**config.mk**
```make
export PLATFORM = sky130hd
export DESIGN_NAME = pipe_delimited_frame_parser
export DESIGN_NICKNAME = d
export VERILOG_FILES = /design/src/sv/pdfp_pkg.sv /design/src/sv/pdfp_front.sv /design/src/sv/pdfp_back.sv /design/src/sv/pipe_delimited_frame_parser.sv
export SDC_FILE = /design/constraint.sdc
export NUM_CORES = 1
export LEC_CHECK = 0
export ABC_AREA = 1
export BUFFER_PORTS_ARGS = -buffer_cell sky130_fd_sc_hd__buf_4
export CAP_MARGIN = 30
export CELL_PAD_IN_SITES_DETAIL_PLACEMENT = 0
export CELL_PAD_IN_SITES_GLOBAL_PLACEMENT = 1
export CORE_MARGIN = 1
export CORE_UTILIZATION = 51
export CTS_BUF_LIST = sky130_fd_sc_hd__clkbuf_8
export DETAILED_ROUTE_END_ITERATION = 6
export PLACE_DENSITY = 0.95
export SETUP_SLACK_MARGIN = 0.02
export SKIP_CTS_REPAIR_TIMING = 1
export SLEW_MARGIN = 15
export SYNTH_ARGS = -nofsm -noshare
export SYNTH_HDL_FRONTEND = slang
export SYNTH_SLANG_ARGS = --single-unit
```
**constraint.sdc**
```tcl
create_clock -name clk_i -period 25.6 [get_ports clk_i]
set_input_delay 0 -clock clk_i [delete_from_list [all_inputs] [get_ports clk_i]]
set_output_delay 0 -clock clk_i [all_outputs]
set_load 0.02 [all_outputs]
```
**src/sv/pdfp_pkg.sv**
```systemverilog
package pdfp_pkg;

  localparam int CALL_CHARS = 8;
  localparam int GRID_CHARS = 8;
  localparam int CHAR_IDX_W = 3;
  localparam int QUEUE_DEPTH = 2;
  localparam int QUEUE_PTR_W = 1;
  localparam int QUEUE_CNT_W = 2;
  localparam int CFG_IDX_W = 1;
  localparam int CFG_DATA_W = 16;

  localparam logic [CFG_IDX_W-1:0] CFG_PROTOCOL_VERSION = 1'b0;
  localparam logic [CFG_IDX_W-1:0] CFG_MAX_FRAME_SIZE   = 1'b1;

  localparam logic [6:0]  PROTOCOL_VERSION_RST = 7'd1;
  localparam logic [15:0] MAX_FRAME_SIZE_RST   = 16'd8192;

  localparam logic [7:0] CH_PIPE = 8'h7C;
  localparam logic [7:0] CH_M    = 8'h4D;
  localparam logic [7:0] CH_Q    = 8'h51;
  localparam logic [7:0] CH_R    = 8'h52;
  localparam logic [7:0] CH_B    = 8'h42;
  localparam logic [7:0] CH_A    = 8'h41;
  localparam logic [7:0] CH_N    = 8'h4E;

  typedef enum logic [2:0] {
    FK_M = 3'd0,
    FK_Q = 3'd1,
    FK_R = 3'd2,
    FK_B = 3'd3,
    FK_A = 3'd4,
    FK_N = 3'd5
  } frame_kind_e;

  typedef enum logic [1:0] {
    RK_PAYLOAD = 2'd0,
    RK_DONE    = 2'd1,
    RK_ERROR   = 2'd2
  } result_kind_e;

  typedef enum logic [2:0] {
    EC_NONE        = 3'd0,
    EC_MISSING_PIPE = 3'd1,
    EC_BAD_TYPE    = 3'd2,
    EC_BAD_VERSION = 3'd3,
    EC_BAD_HEX     = 3'd4,
    EC_TOO_LONG    = 3'd5,
    EC_SIZE_SHORT  = 3'd6
  } error_cause_e;

  typedef enum logic [3:0] {
    PH_IDLE,
    PH_TYPE,
    PH_VER,
    PH_PIPE2,
    PH_FROM,
    PH_TO,
    PH_SIZE,
    PH_SPIPE,
    PH_GRID,
    PH_CHECK,
    PH_CPIPE,
    PH_PAYLOAD
  } phase_e;

  typedef struct packed {
    logic [7:0] rx_byte;
    logic       chunk_start;
  } in_item_t;

  typedef struct packed {
    logic [1:0]  result_kind;
    logic [7:0]  payload_byte;
    logic        payload_valid;
    logic [2:0]  frame_kind;
    logic [63:0] sender_call;
    logic [63:0] receiver_call;
    logic [63:0] grid_square;
    logic [15:0] check_value;
    logic [15:0] frame_size;
    logic [15:0] header_length;
    logic [2:0]  error_cause;
  } out_item_t;

  // classified byte as it sits in the queue
  typedef struct packed {
    logic [7:0]  rx_byte;
    logic        chunk_start;
    logic        is_pipe;
    logic        is_digit;
    logic        hex_ok;
    logic [3:0]  hex_val;
    logic        type_ok;
    frame_kind_e type_kind;
  } token_t;

  typedef struct packed {
    logic empty;
    logic full;
  } queue_status_t;

endpackage

```
**src/sv/pdfp_front.sv**
```systemverilog
module pdfp_front (
  input  logic                    clk_i,
  input  logic                    rst_ni,
  input  logic                    in_valid_i,
  output logic                    in_ready_o,
  input  pdfp_pkg::in_item_t      in_data_i,
  output logic                    tok_valid_o,
  input  logic                    tok_pop_i,
  output pdfp_pkg::token_t        tok_o,
  output pdfp_pkg::queue_status_t status_o
);
  import pdfp_pkg::*;

  token_t                 tok;
  token_t                 queue_q [QUEUE_DEPTH];
  logic [QUEUE_PTR_W-1:0] wr_ptr_q, wr_ptr_d;
  logic [QUEUE_PTR_W-1:0] rd_ptr_q, rd_ptr_d;
  logic [QUEUE_CNT_W-1:0] count_q, count_d;
  logic                   push, pop;
  logic [7:0]             b;

  assign b = in_data_i.rx_byte;

  always_comb begin
    tok             = '0;
    tok.rx_byte     = b;
    tok.chunk_start = in_data_i.chunk_start;
    tok.is_pipe     = (b == CH_PIPE);
    tok.is_digit    = (b >= 8'h30) && (b <= 8'h39);
    if (tok.is_digit) begin
      tok.hex_ok  = 1'b1;
      tok.hex_val = b[3:0];
    end else if (((b >= 8'h41) && (b <= 8'h46)) || ((b >= 8'h61) && (b <= 8'h66))) begin
      tok.hex_ok  = 1'b1;
      tok.hex_val = b[3:0] + 4'd9;
    end
    tok.type_ok = 1'b1;
    unique case (b)
      CH_M:    tok.type_kind = FK_M;
      CH_Q:    tok.type_kind = FK_Q;
      CH_R:    tok.type_kind = FK_R;
      CH_B:    tok.type_kind = FK_B;
      CH_A:    tok.type_kind = FK_A;
      CH_N:    tok.type_kind = FK_N;
      default: begin
        tok.type_ok   = 1'b0;
        tok.type_kind = FK_M;
      end
    endcase
  end

  assign in_ready_o  = (count_q != QUEUE_CNT_W'(QUEUE_DEPTH));
  assign tok_valid_o = (count_q != '0);
  assign push        = in_valid_i && in_ready_o;
  assign pop         = tok_pop_i && tok_valid_o;
  assign tok_o       = queue_q[rd_ptr_q];

  assign status_o.empty = !tok_valid_o;
  assign status_o.full  = !in_ready_o;

  always_comb begin
    wr_ptr_d = push ? wr_ptr_q + 1'b1 : wr_ptr_q;
    rd_ptr_d = pop  ? rd_ptr_q + 1'b1 : rd_ptr_q;
    count_d  = count_q + QUEUE_CNT_W'(push) - QUEUE_CNT_W'(pop);
  end

  always_ff @(posedge clk_i or negedge rst_ni) begin
    if (!rst_ni) begin
      wr_ptr_q <= '0;
      rd_ptr_q <= '0;
      count_q  <= '0;
    end else begin
      wr_ptr_q <= wr_ptr_d;
      rd_ptr_q <= rd_ptr_d;
      count_q  <= count_d;
    end
  end

  always_ff @(posedge clk_i) begin
    if (push) begin
      queue_q[wr_ptr_q] <= tok;
    end
  end

endmodule

```
**src/sv/pdfp_back.sv**
```systemverilog
module pdfp_back (
  input  logic                              clk_i,
  input  logic                              rst_ni,
  input  logic                              cfg_we_i,
  input  logic [pdfp_pkg::CFG_IDX_W-1:0]    cfg_idx_i,
  input  logic [pdfp_pkg::CFG_DATA_W-1:0]   cfg_data_i,
  input  logic                              tok_valid_i,
  output logic                              tok_pop_o,
  input  pdfp_pkg::token_t                  tok_i,
  output logic                              out_valid_o,
  input  logic                              out_ready_i,
  output pdfp_pkg::out_item_t               out_data_o
);
  import pdfp_pkg::*;

  logic [6:0]  ver_q;
  logic [15:0] max_q;

  phase_e      ph_q, ph_d;
  frame_kind_e kind_q, kind_d;
  logic [63:0] sender_q, sender_d;
  logic [63:0] receiver_q, receiver_d;
  logic [63:0] grid_q, grid_d;
  logic [3:0]  fcc_q, fcc_d;
  logic [15:0] acc_q, acc_d;
  logic [2:0]  dcnt_q, dcnt_d;
  logic [15:0] size_q, size_d;
  logic [15:0] check_q, check_d;
  logic [15:0] hcnt_q, hcnt_d;
  logic [15:0] left_q, left_d;

  logic         out_valid_q, out_valid_d;
  out_item_t    out_q, out_d;

  logic         step;
  logic         res_valid;
  result_kind_e res_kind;
  error_cause_e res_cause;
  logic         res_pbyte;
  logic [7:0]   b;
  logic [CHAR_IDX_W-1:0] cidx;

  assign b         = tok_i.rx_byte;
  assign cidx      = fcc_q[CHAR_IDX_W-1:0];
  assign tok_pop_o = tok_valid_i && (!out_valid_q || out_ready_i);
  assign step      = tok_pop_o;

  always_ff @(posedge clk_i or negedge rst_ni) begin
    if (!rst_ni) begin
      ver_q <= PROTOCOL_VERSION_RST;
      max_q <= MAX_FRAME_SIZE_RST;
    end else if (cfg_we_i) begin
      unique case (cfg_idx_i)
        CFG_PROTOCOL_VERSION: ver_q <= cfg_data_i[6:0];
        CFG_MAX_FRAME_SIZE:   max_q <= cfg_data_i[15:0];
        default: ;
      endcase
    end
  end

  always_comb begin
    ph_d       = ph_q;
    kind_d     = kind_q;
    sender_d   = sender_q;
    receiver_d = receiver_q;
    grid_d     = grid_q;
    fcc_d      = fcc_q;
    acc_d      = acc_q;
    dcnt_d     = dcnt_q;
    size_d     = size_q;
    check_d    = check_q;
    hcnt_d     = hcnt_q;
    left_d     = left_q;
    res_valid  = 1'b0;
    res_kind   = RK_PAYLOAD;
    res_cause  = EC_NONE;
    res_pbyte  = 1'b0;

    if (step) begin
      if (tok_i.chunk_start) begin
        kind_d     = FK_M;
        sender_d   = '0;
        receiver_d = '0;
        grid_d     = '0;
        fcc_d      = '0;
        acc_d      = '0;
        dcnt_d     = '0;
        size_d     = '0;
        check_d    = '0;
        left_d     = '0;
        if (!tok_i.is_pipe) begin
          hcnt_d    = '0;
          ph_d      = PH_IDLE;
          res_valid = 1'b1;
          res_kind  = RK_ERROR;
          res_cause = EC_MISSING_PIPE;
        end else begin
          hcnt_d = 16'd1;
          ph_d   = PH_TYPE;
        end
      end else begin
        unique case (ph_q)
          PH_TYPE: begin
            if (!tok_i.type_ok) begin
              res_valid = 1'b1;
              res_kind  = RK_ERROR;
              res_cause = EC_BAD_TYPE;
            end else begin
              kind_d = tok_i.type_kind;
              hcnt_d = hcnt_q + 16'd1;
              acc_d  = '0;
              dcnt_d = '0;
              ph_d   = PH_VER;
            end
          end
          PH_VER: begin
            if (!tok_i.is_digit) begin
              res_valid = 1'b1;
              res_kind  = RK_ERROR;
              res_cause = EC_BAD_VERSION;
            end else begin
              acc_d  = (acc_q << 3) + (acc_q << 1) + {12'd0, b[3:0]};
              dcnt_d = dcnt_q + 3'd1;
              hcnt_d = hcnt_q + 16'd1;
              if (dcnt_d >= 3'd2) begin
                if (acc_d != {9'd0, ver_q}) begin
                  res_valid = 1'b1;
                  res_kind  = RK_ERROR;
                  res_cause = EC_BAD_VERSION;
                end else begin
                  ph_d = PH_PIPE2;
                end
              end
            end
          end
          PH_PIPE2: begin
            if (!tok_i.is_pipe) begin
              res_valid = 1'b1;
              res_kind  = RK_ERROR;
              res_cause = EC_MISSING_PIPE;
            end else begin
              hcnt_d = hcnt_q + 16'd1;
              fcc_d  = '0;
              ph_d   = PH_FROM;
            end
          end
          PH_FROM: begin
            hcnt_d = hcnt_q + 16'd1;
            if (tok_i.is_pipe) begin
              fcc_d  = '0;
              acc_d  = '0;
              dcnt_d = '0;
              ph_d   = (kind_q == FK_B) ? PH_SIZE : PH_TO;
            end else if (fcc_q >= 4'(CALL_CHARS)) begin
              res_valid = 1'b1;
              res_kind  = RK_ERROR;
              res_cause = EC_TOO_LONG;
            end else begin
              sender_d[{cidx, 3'b000} +: 8] = b;
              fcc_d = fcc_q + 4'd1;
            end
          end
          PH_TO: begin
            hcnt_d = hcnt_q + 16'd1;
            if (tok_i.is_pipe) begin
              if ((kind_q == FK_A) || (kind_q == FK_N)) begin
                size_d    = hcnt_d;
                res_valid = 1'b1;
                res_kind  = RK_DONE;
              end else begin
                acc_d  = '0;
                dcnt_d = '0;
                ph_d   = PH_SIZE;
              end
            end else if (fcc_q >= 4'(CALL_CHARS)) begin
              res_valid = 1'b1;
              res_kind  = RK_ERROR;
              res_cause = EC_TOO_LONG;
            end else begin
              receiver_d[{cidx, 3'b000} +: 8] = b;
              fcc_d = fcc_q + 4'd1;
            end
          end
          PH_SIZE, PH_CHECK: begin
            if (!tok_i.hex_ok) begin
              res_valid = 1'b1;
              res_kind  = RK_ERROR;
              res_cause = EC_BAD_HEX;
            end else begin
              acc_d  = {acc_q[11:0], tok_i.hex_val};
              dcnt_d = dcnt_q + 3'd1;
              hcnt_d = hcnt_q + 16'd1;
              if (dcnt_d >= 3'd4) begin
                if (ph_q == PH_CHECK) begin
                  check_d = acc_d;
                  ph_d    = PH_CPIPE;
                end else if (acc_d >= max_q) begin
                  size_d    = acc_d;
                  res_valid = 1'b1;
                  res_kind  = RK_ERROR;
                  res_cause = EC_BAD_HEX;
                end else begin
                  size_d = acc_d;
                  ph_d   = PH_SPIPE;
                end
              end
            end
          end
          PH_SPIPE: begin
            if (!tok_i.is_pipe) begin
              res_valid = 1'b1;
              res_kind  = RK_ERROR;
              res_cause = EC_MISSING_PIPE;
            end else begin
              hcnt_d = hcnt_q + 16'd1;
              fcc_d  = '0;
              acc_d  = '0;
              dcnt_d = '0;
              ph_d   = (kind_q == FK_B) ? PH_GRID : PH_CHECK;
            end
          end
          PH_GRID, PH_CPIPE: begin
            hcnt_d = hcnt_q + 16'd1;
            if ((ph_q == PH_CPIPE) && !tok_i.is_pipe) begin
              hcnt_d    = hcnt_q;
              res_valid = 1'b1;
              res_kind  = RK_ERROR;
              res_cause = EC_MISSING_PIPE;
            end else if (tok_i.is_pipe) begin
              // header complete: check size against header length
              if (size_q < hcnt_d) begin
                res_valid = 1'b1;
                res_kind  = RK_ERROR;
                res_cause = EC_SIZE_SHORT;
              end else if (size_q == hcnt_d) begin
                res_valid = 1'b1;
                res_kind  = RK_DONE;
              end else begin
                left_d = size_q - hcnt_d;
                ph_d   = PH_PAYLOAD;
              end
            end else if (fcc_q >= 4'(GRID_CHARS)) begin
              res_valid = 1'b1;
              res_kind  = RK_ERROR;
              res_cause = EC_TOO_LONG;
            end else begin
              grid_d[{cidx, 3'b000} +: 8] = b;
              fcc_d = fcc_q + 4'd1;
            end
          end
          PH_PAYLOAD: begin
            left_d    = left_q - 16'd1;
            res_valid = 1'b1;
            res_pbyte = 1'b1;
            res_kind  = (left_d == '0) ? RK_DONE : RK_PAYLOAD;
          end
          default: ph_d = PH_IDLE;
        endcase
        if (res_valid && (res_kind != RK_PAYLOAD)) begin
          ph_d = PH_IDLE;
        end
      end
    end
  end

  always_comb begin
    out_d               = '0;
    out_d.result_kind   = res_kind;
    out_d.error_cause   = res_cause;
    out_d.payload_valid = res_pbyte;
    out_d.payload_byte  = res_pbyte ? b : 8'd0;
    if (res_kind == RK_DONE) begin
      out_d.frame_kind    = kind_d;
      out_d.sender_call   = sender_d;
      out_d.receiver_call = receiver_d;
      out_d.grid_square   = grid_d;
      out_d.check_value   = check_d;
      out_d.frame_size    = size_d;
      out_d.header_length = hcnt_d;
    end
    if (step && res_valid) begin
      out_valid_d = 1'b1;
    end else if (out_ready_i) begin
      out_valid_d = 1'b0;
    end else begin
      out_valid_d = out_valid_q;
    end
  end

  always_ff @(posedge clk_i or negedge rst_ni) begin
    if (!rst_ni) begin
      ph_q        <= PH_IDLE;
      kind_q      <= FK_M;
      sender_q    <= '0;
      receiver_q  <= '0;
      grid_q      <= '0;
      fcc_q       <= '0;
      acc_q       <= '0;
      dcnt_q      <= '0;
      size_q      <= '0;
      check_q     <= '0;
      hcnt_q      <= '0;
      left_q      <= '0;
      out_valid_q <= 1'b0;
    end else begin
      ph_q        <= ph_d;
      kind_q      <= kind_d;
      sender_q    <= sender_d;
      receiver_q  <= receiver_d;
      grid_q      <= grid_d;
      fcc_q       <= fcc_d;
      acc_q       <= acc_d;
      dcnt_q      <= dcnt_d;
      size_q      <= size_d;
      check_q     <= check_d;
      hcnt_q      <= hcnt_d;
      left_q      <= left_d;
      out_valid_q <= out_valid_d;
    end
  end

  always_ff @(posedge clk_i) begin
    if (step && res_valid) begin
      out_q <= out_d;
    end
  end

  assign out_valid_o = out_valid_q;
  assign out_data_o  = out_q;

endmodule

```
**src/sv/pipe_delimited_frame_parser.sv**
```systemverilog
// Pipe-delimited frame header parser.
//
// Input channel (in_valid_i / in_ready_o / in_data_i) takes one received byte
// per transfer plus a chunk_start flag; a byte with chunk_start set always
// restarts the parse and must be a pipe. Output channel (out_valid_o /
// out_ready_i / out_data_o) delivers payload bytes, a frame-done record with
// the parsed header, or an error with a cause. Header bytes that neither end
// the frame nor raise an error, and ignored bytes, give no transfer on the output.
// Throughput: one byte per cycle, sustained, while the receiver keeps up.
// A byte accepted on the input is written into the two-entry classification
// queue; once the parser can step, it is carried through the parser into the
// output register.
// Configuration writes (cfg_we_i, cfg_idx_i, cfg_data_i) take effect at the
// next edge; write only while no byte is in flight.
// Reset puts the parser idle, waiting for a chunk start, and loads version 1
// and maximum frame size 8192. When the receiver stalls the output register
// holds its result, the parser stops, and the queue fills; in_ready_o drops
// once both queue entries are taken.
module pipe_delimited_frame_parser (
  input  logic                            clk_i,
  input  logic                            rst_ni,
  input  logic                            cfg_we_i,
  input  logic [pdfp_pkg::CFG_IDX_W-1:0]  cfg_idx_i,
  input  logic [pdfp_pkg::CFG_DATA_W-1:0] cfg_data_i,
  input  logic                            in_valid_i,
  output logic                            in_ready_o,
  input  pdfp_pkg::in_item_t              in_data_i,
  output logic                            out_valid_o,
  input  logic                            out_ready_i,
  output pdfp_pkg::out_item_t             out_data_o
);
  import pdfp_pkg::*;

  logic          tok_valid;
  logic          tok_pop;
  token_t        tok;
  queue_status_t q_status;

  pdfp_front u_front (
    .clk_i       (clk_i),
    .rst_ni      (rst_ni),
    .in_valid_i  (in_valid_i),
    .in_ready_o  (in_ready_o),
    .in_data_i   (in_data_i),
    .tok_valid_o (tok_valid),
    .tok_pop_i   (tok_pop),
    .tok_o       (tok),
    .status_o    (q_status)
  );

  pdfp_back u_back (
    .clk_i       (clk_i),
    .rst_ni      (rst_ni),
    .cfg_we_i    (cfg_we_i),
    .cfg_idx_i   (cfg_idx_i),
    .cfg_data_i  (cfg_data_i),
    .tok_valid_i (tok_valid),
    .tok_pop_o   (tok_pop),
    .tok_i       (tok),
    .out_valid_o (out_valid_o),
    .out_ready_i (out_ready_i),
    .out_data_o  (out_data_o)
  );

  a_push_fills_queue: assert property (@(posedge clk_i) disable iff (!rst_ni)
    in_valid_i && in_ready_o |=> !q_status.empty)
    else $error("queue empty after a transfer in");

  a_pop_needs_room: assert property (@(posedge clk_i) disable iff (!rst_ni)
    tok_pop |-> !q_status.empty && (!out_valid_o || out_ready_i))
    else $error("parser stepped without a token or without output room");

  a_payload_kind: assert property (@(posedge clk_i) disable iff (!rst_ni)
    out_valid_o && out_data_o.payload_valid |-> out_data_o.result_kind != RK_ERROR)
    else $error("payload byte on an error result");

  a_error_cause: assert property (@(posedge clk_i) disable iff (!rst_ni)
    out_valid_o && (out_data_o.result_kind == RK_ERROR) |-> out_data_o.error_cause != EC_NONE)
    else $error("error result without a cause");

endmodule
```
# ---- After elaboration in Yosys (flattened, before gate mapping)
# Memory sizes are Yosys's and may differ from the RTL's.
# Index checks and enable logic that the tools add are counted.
dict set report word_totals {
  register_bits 570
  latchBits 0
  ram_bits 40
  rom_bits 0
  inputBits 31
  output_inout_bits 259
  mem_count 1
}
dict set report op_classes {
  n_addsub 13
  n_mul 0
  div_mod_pow 0
  n_lt_le_gt_ge 11
  eq_ne 53
  n_shift 2
  muxes 170
  bitwise 1
  n_reduce_logical 33
}
# memory depth word_bits read_ports rd_clocked_by_memory_dff write_ports line_no
set mem_list {}
lappend mem_list {u_front.queue_q 2 20 1 0 1 pdfp_front.sv:15} ;# token_t queue_q [QUEUE_DEPTH];
# op count
set op_table {}
lappend op_table {{2-to-1 mux 64 bit} 16}
lappend op_table {{2-to-1 mux 16 bit} 25}
lappend op_table {{bitwise mux 64 bit} 3}
lappend op_table {{2-to-1 mux 15 bit} 7}
lappend op_table {{2-to-1 mux 4 bit} 25}
lappend op_table {{case mux 16 bit (6 select lines)} 1}
lappend op_table {{case mux 15 bit (5 select lines)} 1}
lappend op_table {{2-to-1 mux 3 bit} 23}
lappend op_table {{case mux 16 bit (2 select lines)} 2}
lappend op_table {{variable shift 8 x 8 -> 64 bit (first input constant)} 1}
lappend op_table {{indexed part select 8 x 8 -> 64 bit} 1}
lappend op_table {{equality test 8 x 7 -> 1 bit (second input constant)} 7}
lappend op_table {{2-to-1 mux 2 bit} 22}
lappend op_table {{inequality test 4 x 2 -> 1 bit (second input constant)} 10}
lappend op_table {{2-to-1 mux 1 bit} 36}
lappend op_table {{case mux 4 bit (9 select lines)} 1}
lappend op_table {{case mux 3 bit (5 select lines)} 2}
lappend op_table {{inequality test 4 bit (second input constant)} 5}
lappend op_table {{inequality test 3 x 2 -> 1 bit (second input constant)} 6}
lappend op_table {{case mux 3 bit (6 select lines)} 1}
lappend op_table {{AND reduction 18 bit} 1}
lappend op_table {{adder 16 x 1 -> 16 bit (second input constant)} 1}
lappend op_table {{adder 16 bit} 1}
lappend op_table {{adder 16 x 4 -> 16 bit} 1}
lappend op_table {{50 further kinds} 84}

# ---- Logic depth before layout (Yosys ltp)
dict set report logic_depth {
  depth_word 13
  depth_mapped 27
  depth_no_buf 26
}

# ---- By module
# A second synthesis with hierarchy kept.
dict set report unflattened {
  cells_unflattened 3009
  hier_area_um2 28700.0
}
# mod instances cells_each area_per_inst_um2
set by_module_without_submodules {}
lappend by_module_without_submodules {pdfp_back 1 2798 26601.8}
lappend by_module_without_submodules {pdfp_front 1 211 2098.3}

# ---- Least setup slack after synthesis
# Ideal clock, no wire load.
dict set report synth_path {
  path_type {reg-to-reg}
  from {reg u_front.rd_ptr_q}
  to {reg u_back.out_q, in the netlist u_back.out_data_o[0] (enable)}
  setup_time_ps 1979
  arrival_ps 7376
  t_required_ps 23621
  path_slack_ps 16245
  path_stages_with_launch 23
  n_path_buf 1
  synth_period_minus_slack_ps 9355
  cell_sequence {dfrtp_1 -> inv_2 -> buf_2 -> or2_2 -> o21ai_0 -> inv_1 -> fa_1 -> inv_1 -> fa_1 -> inv_1 -> nand2_1 -> nand2_1 -> nand3_1 -> nand3b_1 -> nand2_1 -> nor2_1 -> nand3_1 -> nor2_1 -> nand2_1 -> a21boi_1 -> nand3_1 -> nand2_1 -> nand2_1}
}
# element line_no
set synth_rtl {}
lappend synth_rtl {{start: declaration} pdfp_front.sv:17} ;# logic [QUEUE_PTR_W-1:0] rd_ptr_q, rd_ptr_d;
lappend synth_rtl {{start signal: assignment} pdfp_front.sv:74} ;# rd_ptr_q <= rd_ptr_d;
lappend synth_rtl {{end signal: assignment} pdfp_back.sv:324} ;# out_q <= out_d;
lappend synth_rtl {{end: declaration} pdfp_back.sv:33} ;# out_item_t out_q, out_d;

==> run summary <==
• actual transition at the worst max-transition pin: 970 ps
• power density over the cells: 108 nW/um2
• signed area change from the synthesized netlist to the final layout: 18.5%
• post-synthesis cell type count: 58
• pin count of the biggest net entering global routing: 160
• worst rel slew slack: 35.3%
• unrepaired setup endpoints after global routing: false
• final worst setup slack: 19490 ps
• share of Yosys cell area claimed by the top area cell type: 31.1%
• #FFs+latches synth: 610
• type of the worst min-delay path: input port to register
• dominant cell type by area after synthesis: sky130_fd_sc_hd__edfxtp_1
• count of port buffers added during placement: 289
• EDFF count, synth: 297
• Post-Syn Nets: 3146
• layout cell share with drive strength beyond 1: 15.2%
• overflow left after global routing: 0
• worst skew pair latency: 710 ps
• clock tree skew after final layout: 36.5 ps
• Initial Util: 51.8%
• data arrival time of the worst path: 6470 ps
• Sum Neg Setup Slack: 0 ps
• std cell rows: 86
• Yosys Warn Count: 0
• post-synthesis sequential area ratio: 58.5%
• IO Count: 290
• most frequent standard cell in the layout excluding fill and tap cells: sky130_fd_sc_hd__inv_1
• overall die width: 239 um
• first-pass GRT wire length: 122 mm
• Die ar.: 57100 um2
• fraction of registers with async set/reset: 51.3%
• CTS clk-pin slew, worst paths: 70 ps
• post-detail-place hpwl: 55.9 mm
• max frequency: 0.164 GHz
• H-tree levels: 3
• data required time of the worst path: 25970 ps
• layout net count: 3519
• leading cell types in the layout, fill and taps excluded: 696 x sky130_fd_sc_hd__inv_1, 428 x sky130_fd_sc_hd__nor2_1, 373 x sky130_fd_sc_hd__nand2_1
• number of nets still failing antenna checks after routing: 0
• clk sinks: 610
• number of failing hold endpoints at the final stage: 0
• slowest cell delay on critical path: 600 ps
• startpoint type of the worst setup path: register
• critical path fanouts, max: 62
• top cells by area in the synthesized netlist: sky130_fd_sc_hd__edfxtp_1 31%, sky130_fd_sc_hd__dfrtp_1 27%, sky130_fd_sc_hd__inv_1 8.5%
• post-route DRC violation count: 0
• Vias per Instance: 5.34
• reported leakage power: 15.3 nW
• final WL: 79.6 mm
• detailed router's first-iteration violation count: 2058
• cell family with the largest share of critical-path delay: buffers and inverters
• global-route usage over all layers: 27.8%
• buffers and inverters on the worst path: 8
• gp weighted congestion: 0.924
• VDD IR max: 148 uV
• Synth Area per Inst: 9.44 um2
• Routed wire per std cell: 18.8 um
• Die Span Y: 239 um
• number of max-cap violations: 0
• Num CTS Buffers: 96
• cell count after synthesis: 3037
• library cell used as clock root buffer: sky130_fd_sc_hd__clkbuf_8
• ys flop type: sky130_fd_sc_hd__dfrtp_1
• shortest clock period the worst path allows after layout: 6110 ps
• most repeated library cell on the critical path: sky130_fd_sc_hd__nand2_1
• DRT Pass-1 Iters: 5
• TritonCTS clock tree: done
• detailed-route via count: 22662
• number of endpoints failing setup at the final stage: 0
• Cell Chain, Critical Path: buf_8, inv_2, or2_2, o21ai_0, inv_1, fa_1, inv_1, fa_1, inv_1, nand3_1, nand2_1, nand3_1, nand4_1, nand2_1, nand2_1, nor2_1, nand2_1, a21boi_1, nand3_1, nand2_1, nand2_4, buf_4, buf_4, buf_16
• critical setup path kind: register to register
• initial antenna violation count: 1
• number of global-route vias before repair: 22023
• outcome: finished, final reports clean
• slowest cell on the critical path: sky130_fd_sc_hd__fa_1
• share of the clock period used by the worst path: 23.9%
• Setup Slack @ Placement: 18840 ps
• critical path endpoint category: register
• cell area after technology mapping: 28700 um2
• Std-Cell Core Area: 55300 um2
• number of max-slew violations in the final report: 0
• clock tree buffer depth: 3
## power breakdown
part           internal [mW]  total (mW)  leakage [nW]  switching, mW
Sequential              1.35        1.47          7.19          0.116
Clock                  0.385       0.773          1.10          0.388
Combinational          0.438        1.42          7.06          0.986
Total                   2.17        3.66          15.3           1.49
## cell usage after synthesis, drive strengths merged (4+ instances only)
cell / number
o21a: 27
o2111ai: 6
nand2: 377
nor3: 24
xnor2: 6
inv: 679
a21oi: 101
o211ai: 25
a22oi: 79
and2: 4
edfxtp: 297
clkbuf: 30
nand4: 21
or2: 10
nor4: 5
clkinv: 4
o21bai: 5
ha: 75
dfrtp: 311
nor2: 452
nand3: 104
a31oi: 5
xor2: 28
buf: 44
o21ai: 130
nand3b: 5
mux2i: 8
o22ai: 154
## cell families after synthesis
family	count (synthesis)	share of synthesized area, %
compound gates	546	11.9
simple gates	1003	14.6
mux	8	0.279
xor+xnor	35	1.12
buf+inv	757	10.2
flops	610	58.5
fa+ha+maj	78	3.48
## stage by stage
| stage | instance area [um2] | util [%] | hold slack [ps] | power [mW] | cells |
|---|---|---|---|---|---|
| 2_1_floorplan | 28700 | - | -296 | 2.35 | 3037 |
| 6_report | 34000 | 61.4 | 63.7 | 3.66 | 4243 |
| 3_5_place_dp | 31600 | 57.2 | 42.6 | 2.88 | 4018 |
| 4_1_cts | 33400 | 60.4 | -723 | 3.66 | 4199 |
| 5_1_grt | 33900 | 61.4 | 33.3 | 3.85 | 4242 |
| 3_3_place_gp | 31600 | 57.1 | 45.9 | 2.87 | 4016 |
## final cells by class
cell class | count | area (um2)
tap | 748 | 936
clock buffer | 103 | 1420
multi-input combinational | 1670 | 9010
antenna | 2 | 5.00
clock inverter | 78 | 388
fill | 4681 | 21400
timing repair buffer | 349 | 2870
sequential | 610 | 16800
inverter | 683 | 2570
## final timing paths
path,from,to,slack (ps),cells after the start
setup / recovery,u_front.rd_ptr_q,u_back.out_data_o[164],19490,24
hold / removal,in_data_i[5],u_front.queue_q[1][16],60,2
setup reg to reg,u_front.rd_ptr_q,u_back.out_data_o[164],19490,24
hold reg to reg,u_back.receiver_q[50],u_back.receiver_q[50],480,2
max in group asynchronous,rst_ni,u_back.grid_q[26],23640,6
min in group asynchronous,rst_ni,u_back.hcnt_q[0],280,3
## sequential cells by signal, indices dropped and copies added, names as in the netlist, 2 cells and up
name,flops
u_back.acc_q,15
u_back.check_q,16
u_back.dcnt_q,3
u_back.fcc_q,4
u_back.grid_q,64
u_back.hcnt_q,16
u_back.kind_q,3
u_back.left_q,16
u_back.max_q,16
u_back.out_data_o,257
u_back.ph_q,4
u_back.receiver_q,64
u_back.sender_q,64
u_back.size_q,16
u_back.ver_q,7
u_front.count_q,2
u_front.queue_q,40
## routing by layer
layer / GRT usage [%] / wire length, um / vias up
met1: 39.9 / 34900 / 10937
met2: 43.1 / 37100 / 880
li1: - / - / 10698
met4: 8.84 / 2050 / 0
met3: 4.61 / 5500 / 147
met5: 0 / 0 / -
Note: power is estimated with default switching activity, not from simulation.
